**config.mk**
```make
export PLATFORM = sky130hd
export DESIGN_NAME = rainbow_color_wheel
export DESIGN_NICKNAME = d
export VERILOG_FILES = /design/src/hdl/rcw_pkg.sv /design/src/hdl/rcw_div_cell.sv /design/src/hdl/rainbow_color_wheel.sv
export SDC_FILE = /design/constraint.sdc
export NUM_CORES = 2
export LEC_CHECK = 0
export ABC_AREA = 1
export BUFFER_PORTS_ARGS = -buffer_cell sky130_fd_sc_hd__buf_2
export CELL_PAD_IN_SITES_DETAIL_PLACEMENT = 1
export CELL_PAD_IN_SITES_GLOBAL_PLACEMENT = 2
export CORE_AREA = 8 8 369 335
export CTS_CLUSTER_DIAMETER = 200
export CTS_CLUSTER_SIZE = 8
export DETAILED_ROUTE_END_ITERATION = 12
export DIE_AREA = 0 0 377 343
export HOLD_SLACK_MARGIN = 0.02
export PLACE_DENSITY_LB_ADDON = 0.3
export SLEW_MARGIN = 20
export SYNTH_ARGS = -nofsm -noshare
export SYNTH_HDL_FRONTEND = slang
export SYNTH_SLANG_ARGS = --single-unit
```
**constraint.sdc**
```tcl
create_clock -name clk -period 9 [get_ports clk]
set_input_delay 0.9 -clock clk [delete_from_list [all_inputs] [get_ports clk]]
set_output_delay 0.9 -clock clk [all_outputs]
set_load 0.02 [all_outputs]
```
**src/hdl/rcw_pkg.sv**
```systemverilog
// shared types, constants and helper functions of the rainbow color wheel
`default_nettype none

package rcw_pkg;

  localparam int POS_WIDTH_DEF = 16;
  localparam int LEN_W         = 16;
  localparam int CH_W          = 8;
  localparam int PROD_W        = LEN_W + CH_W;
  localparam int SEG_W         = 3;

  localparam logic [LEN_W-1:0] LEN_RESET = LEN_W'(256);
  localparam logic [LEN_W-1:0] LEN_ONE   = LEN_W'(1);
  localparam logic [CH_W-1:0]  CH_FULL   = {CH_W{1'b1}};
  localparam logic [CH_W-1:0]  CH_OFF    = '0;

  typedef logic [SEG_W-1:0] seg_t;

  // segment codes, named by the channel that moves
  localparam seg_t SEG_GREEN_UP   = 3'd0;
  localparam seg_t SEG_RED_DOWN   = 3'd1;
  localparam seg_t SEG_BLUE_UP    = 3'd2;
  localparam seg_t SEG_GREEN_DOWN = 3'd3;
  localparam seg_t SEG_RED_UP     = 3'd4;
  localparam seg_t SEG_BLUE_DOWN  = 3'd5;
  localparam logic [SEG_W:0] SEG_COUNT = 4'd6;

  typedef struct packed {
    logic [CH_W-1:0] red;
    logic [CH_W-1:0] green;
    logic [CH_W-1:0] blue;
  } rgb_t;

  // quotient mod 6 after appending one more quotient bit
  function automatic seg_t seg_advance(input seg_t seg, input logic qbit);
    logic [SEG_W:0] t;
    t = {seg, qbit};
    if (t >= SEG_COUNT) begin
      t = t - SEG_COUNT;
    end
    return t[SEG_W-1:0];
  endfunction

  function automatic rgb_t wheel_color(input seg_t seg, input logic [CH_W-1:0] ramp);
    rgb_t c;
    case (seg)
      SEG_GREEN_UP:   c = '{red: CH_FULL,         green: ramp,            blue: CH_OFF};
      SEG_RED_DOWN:   c = '{red: CH_FULL - ramp,  green: CH_FULL,         blue: CH_OFF};
      SEG_BLUE_UP:    c = '{red: CH_OFF,          green: CH_FULL,         blue: ramp};
      SEG_GREEN_DOWN: c = '{red: CH_OFF,          green: CH_FULL - ramp,  blue: CH_FULL};
      SEG_RED_UP:     c = '{red: ramp,            green: CH_OFF,          blue: CH_FULL};
      SEG_BLUE_DOWN:  c = '{red: CH_FULL,         green: CH_OFF,          blue: CH_FULL - ramp};
      default:        c = '{red: CH_FULL,         green: CH_OFF,          blue: CH_OFF};
    endcase
    return c;
  endfunction

endpackage

`default_nettype wire

```
**src/hdl/rcw_div_cell.sv**
```systemverilog
// one restoring-division cell: one quotient bit per cell, registered
`default_nettype none

module rcw_div_cell
  import rcw_pkg::*;
#(
  parameter int SHIFT_W = 16,
  parameter bit MOD_EN  = 1'b1
) (
  input  wire logic               clk,
  input  wire logic               rst_n,
  input  wire logic [LEN_W-1:0]   len,
  input  wire logic               in_vld,
  input  wire logic [LEN_W-1:0]   in_rem,
  input  wire logic [SHIFT_W-1:0] in_word,
  input  wire seg_t               in_seg,
  output logic                    out_vld,
  output logic [LEN_W-1:0]        out_rem,
  output logic [SHIFT_W-1:0]      out_word,
  output seg_t                    out_seg
);

  logic               vld_r;
  logic [LEN_W-1:0]   rem_r, rem_nxt;
  logic [SHIFT_W-1:0] word_r, word_nxt;
  seg_t               seg_r, seg_nxt;
  logic [LEN_W:0]     trial;
  logic [LEN_W:0]     diff;
  logic               ge;

  always_comb begin
    trial    = {in_rem, in_word[SHIFT_W-1]};
    diff     = trial - {1'b0, len};
    ge       = (trial >= {1'b0, len});
    rem_nxt  = ge ? diff[LEN_W-1:0] : trial[LEN_W-1:0];
    word_nxt = {in_word[SHIFT_W-2:0], ge};
    seg_nxt  = MOD_EN ? seg_advance(in_seg, ge) : in_seg;
  end

  always_ff @(posedge clk) begin
    if (!rst_n) begin
      vld_r <= 1'b0;
    end else begin
      vld_r <= in_vld;
    end
  end

  always_ff @(posedge clk) begin
    rem_r  <= rem_nxt;
    word_r <= word_nxt;
    seg_r  <= seg_nxt;
  end

  assign out_vld  = vld_r;
  assign out_rem  = rem_r;
  assign out_word = word_r;
  assign out_seg  = seg_r;

endmodule

`default_nettype wire

```
**src/hdl/rainbow_color_wheel.sv**
```systemverilog
// start to out_valid: chain a, product register, chain b, output register
// throughput: one transaction per cycle, busy is never raised
// the two chains are built of division cells, one quotient bit per cell
// reset: synchronous active-low rst_n clears all valid flags, interval length to 256
// results are strobed for one cycle on out_valid; the receiver cannot stall
`default_nettype none

module rainbow_color_wheel
  import rcw_pkg::*;
#(
  parameter int POS_WIDTH = POS_WIDTH_DEF
) (
  input  wire logic                 clk,
  input  wire logic                 rst_n,
  input  wire logic                 cfg_we,
  input  wire logic [LEN_W-1:0]     cfg_wdata,
  input  wire logic                 start,
  output logic                      busy,
  input  wire logic [POS_WIDTH-1:0] in_pos,
  output logic                      out_valid,
  output logic [CH_W-1:0]           out_red,
  output logic [CH_W-1:0]           out_green,
  output logic [CH_W-1:0]           out_blue
);

  localparam int LAT = POS_WIDTH + CH_W + 2;

  // interval length, stored with zero already mapped to one
  logic [LEN_W-1:0] len_r;

  always_ff @(posedge clk) begin
    if (!rst_n) begin
      len_r <= LEN_RESET;
    end else if (cfg_we) begin
      len_r <= (cfg_wdata == '0) ? LEN_ONE : cfg_wdata;
    end
  end

  // fully pipelined, so a new transaction is always welcome
  assign busy = 1'b0;

  // chain a: pos / len, remainder left in rem, quotient tracked mod 6 as segment
  logic [POS_WIDTH:0] a_vld;
  logic [LEN_W-1:0]   a_rem  [POS_WIDTH+1];
  logic [POS_WIDTH-1:0] a_word [POS_WIDTH+1];
  seg_t               a_seg  [POS_WIDTH+1];

  assign a_vld[0]  = start && !busy;
  assign a_rem[0]  = '0;
  assign a_word[0] = in_pos;
  assign a_seg[0]  = SEG_GREEN_UP;

  for (genvar i = 0; i < POS_WIDTH; i++) begin : g_chain_a
    rcw_div_cell #(
      .SHIFT_W (POS_WIDTH),
      .MOD_EN  (1'b1)
    ) u_cell (
      .clk      (clk),
      .rst_n    (rst_n),
      .len      (len_r),
      .in_vld   (a_vld[i]),
      .in_rem   (a_rem[i]),
      .in_word  (a_word[i]),
      .in_seg   (a_seg[i]),
      .out_vld  (a_vld[i+1]),
      .out_rem  (a_rem[i+1]),
      .out_word (a_word[i+1]),
      .out_seg  (a_seg[i+1])
    );
  end

  // rem * 255 as (rem << 8) - rem, one register stage
  logic              m_vld_r;
  logic [PROD_W-1:0] m_prod_r, m_prod_nxt;
  seg_t              m_seg_r;

  assign m_prod_nxt = {a_rem[POS_WIDTH], CH_OFF} - {{CH_W{1'b0}}, a_rem[POS_WIDTH]};

  always_ff @(posedge clk) begin
    if (!rst_n) begin
      m_vld_r <= 1'b0;
    end else begin
      m_vld_r <= a_vld[POS_WIDTH];
    end
  end

  always_ff @(posedge clk) begin
    m_prod_r <= m_prod_nxt;
    m_seg_r  <= a_seg[POS_WIDTH];
  end

  // chain b: prod / len, quotient below 256 since rem < len, so the upper
  // part of prod is already a valid partial remainder and only 8 cells remain
  logic [CH_W:0]    b_vld;
  logic [LEN_W-1:0] b_rem  [CH_W+1];
  logic [CH_W-1:0]  b_word [CH_W+1];
  seg_t             b_seg  [CH_W+1];

  assign b_vld[0]  = m_vld_r;
  assign b_rem[0]  = m_prod_r[PROD_W-1:CH_W];
  assign b_word[0] = m_prod_r[CH_W-1:0];
  assign b_seg[0]  = m_seg_r;

  for (genvar j = 0; j < CH_W; j++) begin : g_chain_b
    rcw_div_cell #(
      .SHIFT_W (CH_W),
      .MOD_EN  (1'b0)
    ) u_cell (
      .clk      (clk),
      .rst_n    (rst_n),
      .len      (len_r),
      .in_vld   (b_vld[j]),
      .in_rem   (b_rem[j]),
      .in_word  (b_word[j]),
      .in_seg   (b_seg[j]),
      .out_vld  (b_vld[j+1]),
      .out_rem  (b_rem[j+1]),
      .out_word (b_word[j+1]),
      .out_seg  (b_seg[j+1])
    );
  end

  // segment lookup and output register
  logic out_valid_r;
  rgb_t rgb_r, rgb_nxt;

  assign rgb_nxt = wheel_color(b_seg[CH_W], b_word[CH_W]);

  always_ff @(posedge clk) begin
    if (!rst_n) begin
      out_valid_r <= 1'b0;
    end else begin
      out_valid_r <= b_vld[CH_W];
    end
  end

  always_ff @(posedge clk) begin
    rgb_r <= rgb_nxt;
  end

  assign out_valid = out_valid_r;
  assign out_red   = rgb_r.red;
  assign out_green = rgb_r.green;
  assign out_blue  = rgb_r.blue;

  // every result traces back to an accepted transaction
  a_result_has_source: assert property (@(posedge clk) disable iff (!rst_n)
    out_valid |-> $past(start && !busy, LAT))
    else $error("result without matching transaction");

  // second chain must start from a partial remainder below the divisor
  a_ramp_rem_bound: assert property (@(posedge clk) disable iff (!rst_n)
    b_vld[0] |-> (b_rem[0] < len_r))
    else $error("ramp division entered with remainder out of range");

  // every wheel color has one channel full and one channel off
  a_color_shape: assert property (@(posedge clk) disable iff (!rst_n)
    out_valid |-> ((out_red == CH_FULL || out_green == CH_FULL || out_blue == CH_FULL) &&
                   (out_red == CH_OFF || out_green == CH_OFF || out_blue == CH_OFF)))
    else $error("color outside the wheel");

endmodule

`default_nettype wire
```
[Word-level counts from Yosys, hierarchy flattened]
Cells that the tools add are included.
Word-level totals
  input port bits: 36
  word-level logic and storage cells: 233
  flip-flop bits (word level): 837
  memories: 0
  output and inout port bits: 26
  memory bits (writable): 0
  memory bits (read-only): 0
  latch bits: 0
Cells by class
  shift-type cells: 0
  equality and inequality tests: 5
  multiplexer cells: 41
  $add $sub $neg: 41
  reductions and logical operators: 2
  div/mod/pow operators: 0
  order comparisons: 40
  multiply operators: 0
  bitwise logic cells: 0
Operator list (count)
  $ge 17x16->1: 23
  $mux 16: 23
  $sub 16x16->16: 22
  $pmux 24 s6: 1
  $ge 4x3->1 const B: 15
  $mux 3: 15
  $sub 3x3->3 const B: 15
  $sub 24x16->24: 1
  $ge 1x16->1: 1
  $logic_not 16->1: 1
  $sub 1x16->16: 1
  $sub 8x8->8 const A: 1
  $eq 3x2->1 const B: 2
  $eq 3x3->1 const B: 2
  $eq 3x1->1 const B: 1
  $ge 1x3->1 const B: 1
  $logic_not 3->1: 1
  $sub 1x3->3 const B: 1
  $mux 1: 2

[Logic depth before layout (Yosys ltp)]
  depth in word-level cells: 3
  mapped depth: 14
  mapped depth without buffers: 13

[Modules after synthesis]
From an unflattened synthesis, not the netlist that was laid out.
Second synthesis, totals
  cells, all modules: 7910
  area total of the unflattened synthesis: 51682.1 µm²
By module, submodules not included
  rcw_div_cell at g_chain_a[0].u_cell ...: times used 15, cells each 318, area each 2082.0 µm², sequential area each 700.7 µm²
  rcw_div_cell at g_chain_b[0].u_cell ...: times used 6, cells each 299, area each 1886.8 µm², sequential area each 560.5 µm²
  rcw_div_cell at g_chain_b[3].u_cell ...: times used 2, cells each 300, area each 1906.8 µm², sequential area each 560.5 µm²
  rainbow_color_wheel: times used 1, cells each 428, area each 3148.0 µm², sequential area each 1381.3 µm²
  rcw_div_cell at g_chain_a[4].u_cell: times used 1, cells each 318, area each 2169.6 µm², sequential area each 700.7 µm²

[Worst setup path before layout]
OpenSTA, ideal clock, no wires.
  path type: register to register
  start: reg len_r[1]
  end: reg g_chain_b[5].u_cell.rem_r[6]
  cell stages (with the launch flop): 14
  data required time: 8888 ps
  arrival time: 3219 ps
  clock period less this slack: 3331 ps
  setup time: 112 ps
  slack: 5669 ps
  buffers on the path: 1
  cells stage by stage: dfxtp_1 inv_1 ha_1 nand2_1 nand2_1 nand3_2 nand2_2 nand2_1 nand2_2 nand2_4 nand2_4 buf_12 nand2_2 nand2_1
On the way
  longest elaborated chain between the ends: 2
  elaborated cells on any way between the ends: 3
  classes of those cells: add/sub (1); order compare (1); mux (1)
RTL lines
  from (decl): RTL line rainbow_color_wheel.sv:29  | logic [LEN_W-1:0] len_r;
  from (signal assigned): RTL line rainbow_color_wheel.sv:35  | len_r <= (cfg_wdata == '0) ? LEN_ONE : cfg_wdata;
  $ge 17x16->1: RTL line rcw_div_cell.sv:34  | ge = (trial >= {1'b0, len});
  net g_chain_b[5].u_cell.ge: RTL line rcw_div_cell.sv:29  | logic ge;
  $mux 16: RTL line rcw_div_cell.sv:35  | rem_nxt = ge ? diff[LEN_W-1:0] : trial[LEN_W-1:0];
  net g_chain_b[5].u_cell.rem_nxt[6]: RTL line rcw_div_cell.sv:24  | logic [LEN_W-1:0] rem_r, rem_nxt;
  to (signal assigned): RTL line rcw_div_cell.sv:49  | rem_r <= rem_nxt;
  to (decl): RTL line rcw_div_cell.sv:24
The timed path passes the listed nets, and every way through them passes these cells.
A chain may end at the register's enable or synchronous reset.

[Final worst setup path]
  start: reg len_r[1]
  end: reg g_chain_a[11].u_cell.rem_r[2]
On the way
  longest elaborated chain between the ends: 2
  elaborated cells on any way between the ends: 3
  classes of those cells: add/sub (1); order compare (1); mux (1)
RTL lines (RTL line)
  $sub 16x16->16 or $ge 17x16->1 (tied branches): rcw_div_cell.sv:33, rcw_div_cell.sv:34
  $mux 16 *: rcw_div_cell.sv:35
  net g_chain_a[11].u_cell.rem_nxt[2]: rcw_div_cell.sv:24
  to (signal assigned): rcw_div_cell.sv:49
  to (decl): rcw_div_cell.sv:24
The timed path passes the listed nets; every way through them passes the cells marked *.

==> flow_metrics.env <==
export IMPL_outcome="finished clean"
export IMPL_power_density_mw_per_mm2=432.5
export IMPL_crit_path_max_fanout=25
export IMPL_grt_use_total_pct=23.00
export IMPL_synth_area_top_cells="dfxtp_1 (31%), nand2_1 (23%), ha_1 (10%), inv_1 (9.6%), nand3_1 (7.3%)"
export IMPL_dp_cells=8554
export IMPL_numClockSinks=714
export IMPL_cpPeakStageDelay_ns=0.81
export IMPL_path_common_cell="nand2_1"
export IMPL_regToRegStartpoint="len_r[1]"
export IMPL_drt_iter0_markers=1883
export IMPL_final_cell_count_no_fill=8662
export IMPL_firstDrtPassIters=7
export IMPL_viasPerCell=4.881
export IMPL_synth_warnings=0
export IMPL_netlist_area_leader_share_pct=31.43
export IMPL_setup_worst_path_start="len_r[1]"
export IMPL_path_cells="inv_2, ha_1, nand3_1, nor3_2, nor2_2, nand2_4, nand2_1, nand2_1"
export IMPL_worst_setup_path_start_kind="flip-flop"
export IMPL_seqPwrFrac_pct=25.5
export IMPL_die_area_mm2=0.1293
export IMPL_io_pin_count=62
export IMPL_hold_ws_ns=0.3027
export IMPL_fin_worst_skew_ns=0.02904
export IMPL_p_clk_share_pct=15.5
export IMPL_yosysTopAreaCell="dfxtp_1"
export IMPL_max_slew_margin_rel_pct=33.90
export IMPL_clkTransAtPathRegs_ns=0.05
export IMPL_grt_pass1_wl_um=239900
export IMPL_drive_above_1_share_pct=6.501
export IMPL_dp_hpwl_um=115500
export IMPL_tightest_slew_ns=0.9901
export IMPL_h_tree_depth=3
export IMPL_power_switching_w=0.01087
export IMPL_syn_area_mm2=0.04548
export IMPL_grt_pass1_vias=43860
export IMPL_wl_um=149300
export IMPL_grt_max_degree=43
export IMPL_leakagePower_nw=28.56
export IMPL_worstPathRequired_ns=9.57
export IMPL_crit_buf_inv=1
export IMPL_cp_end_kind="flip-flop"
export IMPL_fin_crit_sh_pct=38.13
export IMPL_postCtsHoldBufs=0
export IMPL_clk_path_buf_depth=3
export IMPL_hp_class="input pin to flip-flop"
export IMPL_max_freq_mhz=291.4
export IMPL_num_rows=120
export IMPL_start_util_pct=38.64
export IMPL_cts_tree="done"
export IMPL_drcViolationCount=0
export IMPL_ys_seq_area_share_pct=31.43
export IMPL_areaGrowthSynthToFinish_pct=9.758
export IMPL_ys_types=44
export IMPL_syn_nets=7405
export IMPL_fin_tns_setup_ns=0
export IMPL_gp_congestion=0.8743
export IMPL_switching_share_pct=50.35
export IMPL_cp_top_family="simple AND/OR/NAND/NOR gates"
export IMPL_seqCellArea_mm2=0.01430
export IMPL_synth_async_sr_flop_share_pct=0
export IMPL_cp_slowest_cell="dfxtp_4"
export IMPL_arrival_ns=4.00
export IMPL_antenna_found_initial=1
export IMPL_ys_seq_elements=714
export IMPL_synth_ff_type="dfxtp_1"
export IMPL_cts_resized=0
export IMPL_synth_enable_flop_cells=0
export IMPL_syn_mean_instance_area_um2=6.527
export IMPL_fill_cells=15500
export IMPL_p_int_w=0.01072
export IMPL_vias=42280
export IMPL_die_h_um=343
export IMPL_core_mm2=0.1177
export IMPL_peakVddDrop_mv=0.1564
export IMPL_portBuffers=60
export IMPL_post_route_min_period_ns=3.432
export IMPL_hold_start="in_pos[0]"
export IMPL_combPwrFrac_pct=59.0
export IMPL_die_x_um=377
export IMPL_path_class="flip-flop to flip-flop"
export IMPL_multiInputGateArea_mm2=0.02611
export IMPL_routedWlPerCell_um=17.24
export IMPL_postSynthCellCount=6968
export IMPL_antennaDiodeCount=0
export IMPL_nets=7506
export IMPL_max_cap_violations=0
export IMPL_rsz0062_at_grt="false"
export IMPL_finalSetupViolations=0
export IMPL_ant_nets=0
export IMPL_gr_total_overflow=0
export IMPL_cts_buffers=99
export IMPL_post_cts_buffers=0
export IMPL_slew_viol_final=0
export IMPL_hold_violations=0
export IMPL_clockRootBuffer="clkbuf_16"
export IMPL_worstSkewPairLatency_ns=0.70
[Yosys cell counts (6+ instances only)]
library cell,count
clkbuf_1,8
buf_6,20
nor3_2,41
inv_2,26
nand2_2,71
a21oi_2,14
nand3_2,24
xor2_1,115
ha_1,379
o31ai_1,20
dfxtp_1,714
fa_1,22
nand2_4,43
buf_2,18
xnor2_1,33
inv_1,1167
nand2_1,2731
o211ai_1,7
nand3_1,663
a21oi_1,179
and2_1,22
nand3b_1,20
or2_4,6
o21ai_0,51
o21a_1,14
nor2_2,26
buf_4,28
nand4_1,94
nor2_1,309
o21bai_1,22
nor3_1,57
[per-layer routing]
metal  track usage (%)  wire (um)
met3             2.663       4410
met1             31.50      73940
met5                 0          0
met4             6.429       4256
met2             38.15      66730
[power by group through the flow]
stage                     Clock, W  Sequential [W]  Combinational, W
after floorplan                  0         0.00507           0.00978
after global placement           0         0.00556            0.0123
after detailed placement         0         0.00554            0.0127
after CTS                  0.00347         0.00551            0.0128
after global routing       0.00358         0.00562            0.0147
final                      0.00335         0.00551            0.0127
[flip-flops by register name, indices dropped and copies added, names as in the netlist]
register                   cells
out_valid                      1
out_green                      8
g_chain_b.u_cell.out_word     64
out_red                        8
g_chain_a.u_cell.out_vld      16
out_blue                       8
g_chain_a.u_cell.out_seg      29
g_chain_b.u_cell.out_vld       8
g_chain_a.u_cell.out_rem     256
m_vld_r                        1
g_chain_b.u_cell.out_seg      24
len_r                         16
g_chain_b.u_cell.out_rem     112
m_prod_r                      24
g_chain_a.u_cell.out_word    136
m_seg_r                        3
[stage by stage]
step / cell area [um^2] / power [W] / utilization (%) / setup slack, ns
after floorplan: 45480 / 0.01485 / - / 5.669
after global placement: 47290 / 0.01790 / 40.18 / 5.612
after detailed placement: 47300 / 0.01823 / 40.18 / 5.570
after CTS: 49920 / 0.02177 / 42.41 / 5.528
after global routing: 49920 / 0.02385 / 42.41 / 5.348
final: 49920 / 0.02159 / 42.41 / 5.568
[layout make-up]
cell class / instances / area share [%]
clock buffers: 103 / 5.121
clock inverters: 5 / 0.1253
inverters: 1194 / 8.979
multi-input cells: 4984 / 52.31
flip-flops and latches: 714 / 28.65
well taps: 1586 / 3.975
repair buffers: 76 / 0.8422
[placed cells by master, fill, tap and decap left out, drive strengths merged, types with 94 or more instances in the layout]
cell    Yosys  layout
dfxtp     714     714
nor2      337     337
a21oi     193     193
nand2    2846    2846
inv      1193    1197
nor3       99      99
ha        379     379
xor2      115     115
clkbuf      8     103
nand3     687     687
nand4      94      94
[worst paths after layout]
check / slack [ns] / end / depth (start not counted)
worst max-delay path: 5.57 / g_chain_a[11].u_cell.out_rem[2] / 8
worst min-delay path: 0.30 / g_chain_a[0].u_cell.out_word[1] / 1
worst max register to register: 5.57 / g_chain_a[11].u_cell.out_rem[2] / 8
worst min register to register: 0.31 / g_chain_a[1].u_cell.out_word[6] / 0
[cells by family after synthesis]
logic type / Yosys count / synth area share (%)
DFF: 714 / 31.43
AOI/OAI and AO/OA: 315 / 4.022
adders and majority gates: 401 / 11.40
xor gates and xnor gates: 148 / 2.850
other: 1 / 0.008246
buffers and inverters: 1270 / 11.16
and+or+nand+nor: 4119 / 39.13
Note: power is estimated with default switching activity, not from simulation.
